--- src/hcbp_pkg.sv ---
// shared types and constants for the huffman code bit packer
package hcbp_pkg;

  // action codes of an input item
  localparam logic [1:0] ACT_LOAD   = 2'd0;
  localparam logic [1:0] ACT_ENCODE = 2'd1;
  localparam logic [1:0] ACT_FLUSH  = 2'd2;

  // most bytes one item can finish: seven pending bits plus a 32-bit code
  localparam int GRP_BYTES = 4;
  localparam int GRP_CW    = 3;

  typedef struct packed {
    logic [1:0]  action;
    logic [7:0]  symbol;
    logic [31:0] code_bits;
    logic [5:0]  code_length;
  } item_t;

  typedef struct packed {
    logic [7:0] out_byte;
    logic       last;
  } result_t;

  // finished bytes handed from the packer to the output stage
  typedef struct packed {
    logic                   valid;
    logic [GRP_BYTES*8-1:0] data;
    logic [GRP_CW-1:0]      count;
  } grp_t;

endpackage

--- src/hcbp_out.sv ---
// output register that sends a group of finished bytes one per transfer
module hcbp_out (
  input  logic            clk,
  input  logic            rst,
  input  hcbp_pkg::grp_t  grp,
  output logic            grp_free,
  output logic            byte_valid,
  input  logic            byte_stall,
  output hcbp_pkg::result_t byte_item
);
  import hcbp_pkg::*;

  logic [GRP_BYTES*8-1:0] data;
  logic [GRP_CW-1:0]      cnt;
  logic                   xfer;

  assign byte_valid = (cnt != '0);
  assign xfer       = byte_valid && !byte_stall;
  assign grp_free   = (cnt == '0) || ((cnt == GRP_CW'(1)) && !byte_stall);

  assign byte_item.out_byte = data[7:0];
  assign byte_item.last     = (cnt == GRP_CW'(1));

  // byte count
  always_ff @(posedge clk) begin
    if (rst) begin
      cnt <= '0;
    end else if (grp.valid) begin
      cnt <= grp.count;
    end else if (xfer) begin
      cnt <= cnt - GRP_CW'(1);
    end
  end

  // byte data, lowest byte goes first
  always_ff @(posedge clk) begin
    if (grp.valid) begin
      data <= grp.data;
    end else if (xfer) begin
      data <= data >> 8;
    end
  end

  a_count_range: assert property (@(posedge clk) disable iff (rst)
    cnt <= GRP_CW'(GRP_BYTES))
    else $error("byte count above group size");

  a_group_nonempty: assert property (@(posedge clk) disable iff (rst)
    grp.valid |=> byte_valid)
    else $error("loaded group shows no byte");

endmodule

--- config.mk ---
export PLATFORM = sky130hd
export DESIGN_NAME = hcbp_out
export DESIGN_NICKNAME = d
export VERILOG_FILES = /design/src/hcbp_pkg.sv /design/src/hcbp_out.sv
export SDC_FILE = /design/constraint.sdc
export NUM_CORES = 1
export LEC_CHECK = 0
export ABC_AREA = 1
export BUFFER_PORTS_ARGS = -buffer_cell sky130_fd_sc_hd__buf_2
export CAP_MARGIN = 20
export CORE_UTILIZATION = 50
export CTS_CLUSTER_DIAMETER = 100
export DETAILED_ROUTE_END_ITERATION = 6
export GPL_ROUTABILITY_DRIVEN = 0
export PLACE_DENSITY = 0.78
export REMOVE_ABC_BUFFERS = 1
export SYNTH_ARGS = -nofsm -noshare
export SYNTH_HDL_FRONTEND = slang
export SYNTH_SLANG_ARGS = --single-unit
export TNS_END_PERCENT = 100
--- constraint.sdc ---
create_clock -name clk -period 2.4 [get_ports clk]
set_input_delay 0.36 -clock clk [delete_from_list [all_inputs] [get_ports clk]]
set_output_delay 0.36 -clock clk [all_outputs]
set_load 0.01 [all_outputs]
# Word-level counts from Yosys, hierarchy flattened
# Cells that the tools add are included.
totals:
  register_bits: 35
  latch_bits: 0
  ram_bits: 0
  mem_bits_ro: 0
  input_bits: 39
  out_inout_bits: 11
  wordCells: 15
  mem_count: 0
op_classes:
  addsub: 1
  n_mul: 0
  n_div: 0
  magnitude_cmp: 0
  eq_ne: 1
  shift: 0
  n_mux: 4
  n_bitwise: 0
  reduce_logical: 7
op_table:
  columns: ["op", "count"]
  rows:
  - ["two-way mux 32 bit", 2]
  - ["two-way mux 3 bit", 2]
  - ["== test 3 x 1 -> 1 bit (second input constant)", 1]
  - ["logical NOT 3 bit", 1]
  - ["nonzero test 3 bit", 1]
  - ["subtractor 3 x 1 -> 3 bit (second input constant)", 1]
  - ["logical AND 1 bit", 2]
  - ["nonzero test 2 bit", 1]
  - ["logical NOT 1 bit", 1]
  - ["logical OR 1 bit", 1]

# Logic depth before layout (Yosys ltp)
depth:
  depth_word: 4
  ltp_mapped: 8

# Least setup slack after synthesis
# OpenSTA, ideal clock, no wires.
synth_timing:
  kind: "flip-flop to flip-flop"
  start: "reg cnt[0]"
  end: "reg data[0] (enable)"
  setup_time_ps: 387
  arrival_ps: 1422
  required_time_ps: 2013
  path_slack_ps: 592
  path_stages_with_launch: 6
  n_path_buf: 0
  period_less_slack_ps: 1808
  cell_sequence: "dfxtp_1 inv_1 ha_1 nand2_4 a21oi_2 inv_1"
synth_via:
  elab_chain_cells: 3
synth_rtl:
  columns: ["item", "line", "text"]
  rows:
  - ["start: declaration", "hcbp_out.sv:14", "logic [GRP_CW-1:0] cnt;"]
  - ["start signal: assignment", "hcbp_out.sv:29", "cnt <= grp.count;"]
  - ["start signal: assignment", "hcbp_out.sv:31", "cnt <= cnt - GRP_CW'(1);"]
  - ["nonzero test 3 bit", "hcbp_out.sv:17", "assign byte_valid = (cnt != '0);"]
  - ["via byte_valid", "hcbp_out.sv:7", "output logic byte_valid,"]
  - ["logical AND 1 bit", "hcbp_out.sv:18", "assign xfer = byte_valid && !byte_stall;"]
  - ["nonzero test 2 bit (no source line)", null, null]
  - ["end signal: assignment", "hcbp_out.sv:38", "data <= grp.data;"]
  - ["end signal: assignment", "hcbp_out.sv:40", "data <= data >> 8;"]
  - ["end: declaration", "hcbp_out.sv:13", "logic [GRP_BYTES*8-1:0] data;"]
# The timed path passes the listed nets, and every way through them passes these cells.
# A chain may end at the register's enable or synchronous reset.

# Worst setup path in the final report
layout_timing:
  start: "reg cnt[0]"
  end: "out grp_free"
layout_via:
  elab_chain_cells: 3
  elab_cells_between_ends: 4
  cone_classes: "eq/ne: 1; reduce/logical: 3"
layout_rtl:
  columns: ["item", "line", "text"]
  rows:
  - ["== test 3 x 1 -> 1 bit", "hcbp_out.sv:19", "assign grp_free = (cnt == '0) || ((cnt == GRP_CW'(1)) && !byte_stall);"]
  - ["logical AND 1 bit", "hcbp_out.sv:19", null]
  - ["logical OR 1 bit *", "hcbp_out.sv:19", null]
  - ["end: declaration", "hcbp_out.sv:6", "output logic grp_free,"]
# Mark *: on every way between the ends. The rest lies on a longest branch, timed or not.

==> metrics.yaml <==
outcome:
  status: "complete, no violations"
global_routing:
  grt_use_total_pct: 15.7
  grt_pass1_vias: 983
  grt_antenna_before_repair: 0
  grt_max_degree: 33
  overflow: 0
  grt_first_pass_wirelength_mm: 3.98
cells_and_area:
  layout-drive-gt1-share_pct: 28.1
  nFillCells: 275
  final-seq-area_mm2: 0.00102
  fin_nets: 263
  syn_to_final_growth_pct: 15.7
  multi_input_area_um2: 459
  fin_util_pct: 61.7
  fin_cells: 265
  diodes: 0
die:
  die_y_um: 59.5
  start_util_pct: 53.3
  coreArea_mm2: 0.00310
  num_rows: 20
  io_pins: 50
  fp.dieArea_mm2: 0.00354
  fp.dieW_um: 59.5
sta:
  period_needed_ns: 1.62
  slew_viol_final: 0
  fmaxAchievable_mhz: 618
  slew_headroom_pct: 71.3
  tightest_slew_ns: 0.430
  fin_hold_ws_ns: 0.295
  min_period_over_period_pct: 67.4
  rsz0062_at_grt: "false"
  finClkSkew_ns: 0.00526
  finalHoldViolCount: 0
  fin_tns_setup_ns: 0
  finalSetupViolCount: 0
drt:
  wl_met3_um: 134
  wirelength_mm: 2.40
  routed_via_density: 4.30
  drc: 0
  wl_per_cell_um: 9.06
  top_layer: "met4"
  first_pass_iters: 4
  drt-initial-drc-count: 25
  ant_nets: 0
  met1_length_mm: 1.06
  vias: 1139
  met2_length_mm: 1.17
power_and_ir_drop:
  clkPwrFrac_pct: 22.0
  p_per_area_mw_per_mm2: 649
  p_sw_share_pct: 24.6
  pwr-share-comb_pct: 16.1
  ir_worst_vdd_v: 0.000402
  power.switching_uw: 305
  p_int_uw: 936
  sequentialPowerShare_pct: 61.9
  finalPower_mw: 1.24
  p_leak_nw: 1.00
logic_synthesis:
  yosysWarnings: 0
  synth_cell_types: 14
  yosys.area.top_type: "edfxtp_1"
  synth_simple_gate_area_share_pct: 24.4
  synth.top_cell.area_share_pct: 58.1
  yosys.area_share.adder_pct: 2.27
  syn-instance-count: 176
  muxShareOfSynthArea_pct: 0
  synth_xor_xnor_area_share_pct: 0
  synth-seq-cells: 35
  yosysSeqAreaShare_pct: 61.7
  synthTopCellsByArea: "edfxtp_1, nand2_1, buf_4, dfxtp_1, inv_1"
  synth_compound_area_share_pct: 1.13
  synth.cell_area_mm2: 0.00165
  synth_top_family_by_area: "simple AND/OR/NAND/NOR gates"
  syn_area_per_cell_um2: 9.40
clock_tree:
  numCtsBuffers: 5
  cts-root-buf: "clkbuf_4"
  path_clk_slew_ns: 0.10
  htree_num_levels: 2
  cts_setup_buffers: 0
  clkLatencyLatePin_ns: 0.31
  post_cts_resized: 0
  cts_hold_buf: 0
  clock_sinks: 35
  cts_tree: "built"
  clk_path_buf_depth: 2
critical_path:
  arrival_ns: 1.26
  cp-end-kind: "output pin"
  worst_ep_required_time_ns: 2.04
  setup.worst_path.start_class: "flip-flop"
  critPathKind: "flip-flop to output pin"
  worstPathMaxFanout: 4
  worst-r2r-setup-slack_ns: 0.82
placement:
  dpl.cell_count: 258
  io_buffers: 49
  dpl.hpwl_mm: 1.75
run:
  drv_cap: 0
min_path:
  hp-class: "input port to flip-flop"
[synthesized netlist by cell type]
cell type and instances:
nand2_1 92, edfxtp_1 32, inv_1 15, buf_4 11, nor2_1 7, nand3_1 4, dfxtp_1 3, ha_1 3
buf_6 2, inv_2 2, o21ai_0 2, a21oi_2 1, buf_2 1, nand2_4 1
[state kept, by name, summed over array words and instances, names as in the netlist]
register,cells
data,32
cnt,3
[critical path: stages, from the launching register on]
cell and delay, ns:
dfxtp_1 0.37, inv_1 0.09, ha_1 0.23, nand2_4 0.09, nand2_1 0.05, buf_2 0.13
[per-layer routing]
metal  vias up  track usage [%]
met5         -                0
met2        31             26.2
li1        630                -
met1       473             18.1
met4         0             8.31
met3         5             4.59
[per-stage QoR]
step	cell area, um^2	setup WS, ns
floorplan	1540	0.592
global placement	1870	0.887
detailed placement	1870	0.834
CTS	1910	0.770
global route	1910	0.657
finish	1910	0.783
[power by group through the flow]
stage | clock network [mW] | registers [mW] | logic (mW)
4_1_cts | 0.281 | 0.768 | 0.202
3_3_place_gp | 0 | 0.780 | 0.199
2_1_floorplan | 0 | 0.790 | 0.106
3_5_place_dp | 0 | 0.783 | 0.201
5_1_grt | 0.310 | 0.776 | 0.229
6_report | 0.273 | 0.768 | 0.199
[final timing paths]
path	to	cells past startpoint	startpoint
max	grp_free	5	cnt[0]$_SDFFE_PP0P_
min	data[28]$_SDFFCE_PN0P_	3	grp[31]
max reg2reg	data[19]$_DFFE_PP_	6	cnt[0]$_SDFFE_PP0P_
min reg2reg	data[0]$_DFFE_PP_	2	data[8]$_DFFE_PP_
[kinds of logic (layout without fill, tap and decap cells)]
group                    Yosys count  in the layout
AND/OR/NAND/NOR                  104            104
flip-flops                        35             35
buffers and inverters             31             76
adder cells (fa/ha/maj)            3              3
AO/OA/AOI/OAI                      3              3
[cell type report]
cell class,instances,share of cell area [%]
Clock buffer,5,1.96
Inverter,17,3.34
Timing Repair Buffer,52,14.0
Sequential cell,35,53.4
Tap cell,44,2.88
Multi-Input combinational cell,110,24.0
Clock inverter,2,0.458
[cells in the final DEF, fill, tap and decap left out, drive strengths merged]
cell type	synthesis	layout
edfxtp	32	32
clkbuf	0	5
o21ai	2	2
nand2	93	93
clkinv	0	2
inv	17	17
ha	3	3
nor2	7	7
dfxtp	3	3
buf	14	52
nand3	4	4
a21oi	1	1
Note: power is estimated with default switching activity, not from simulation.
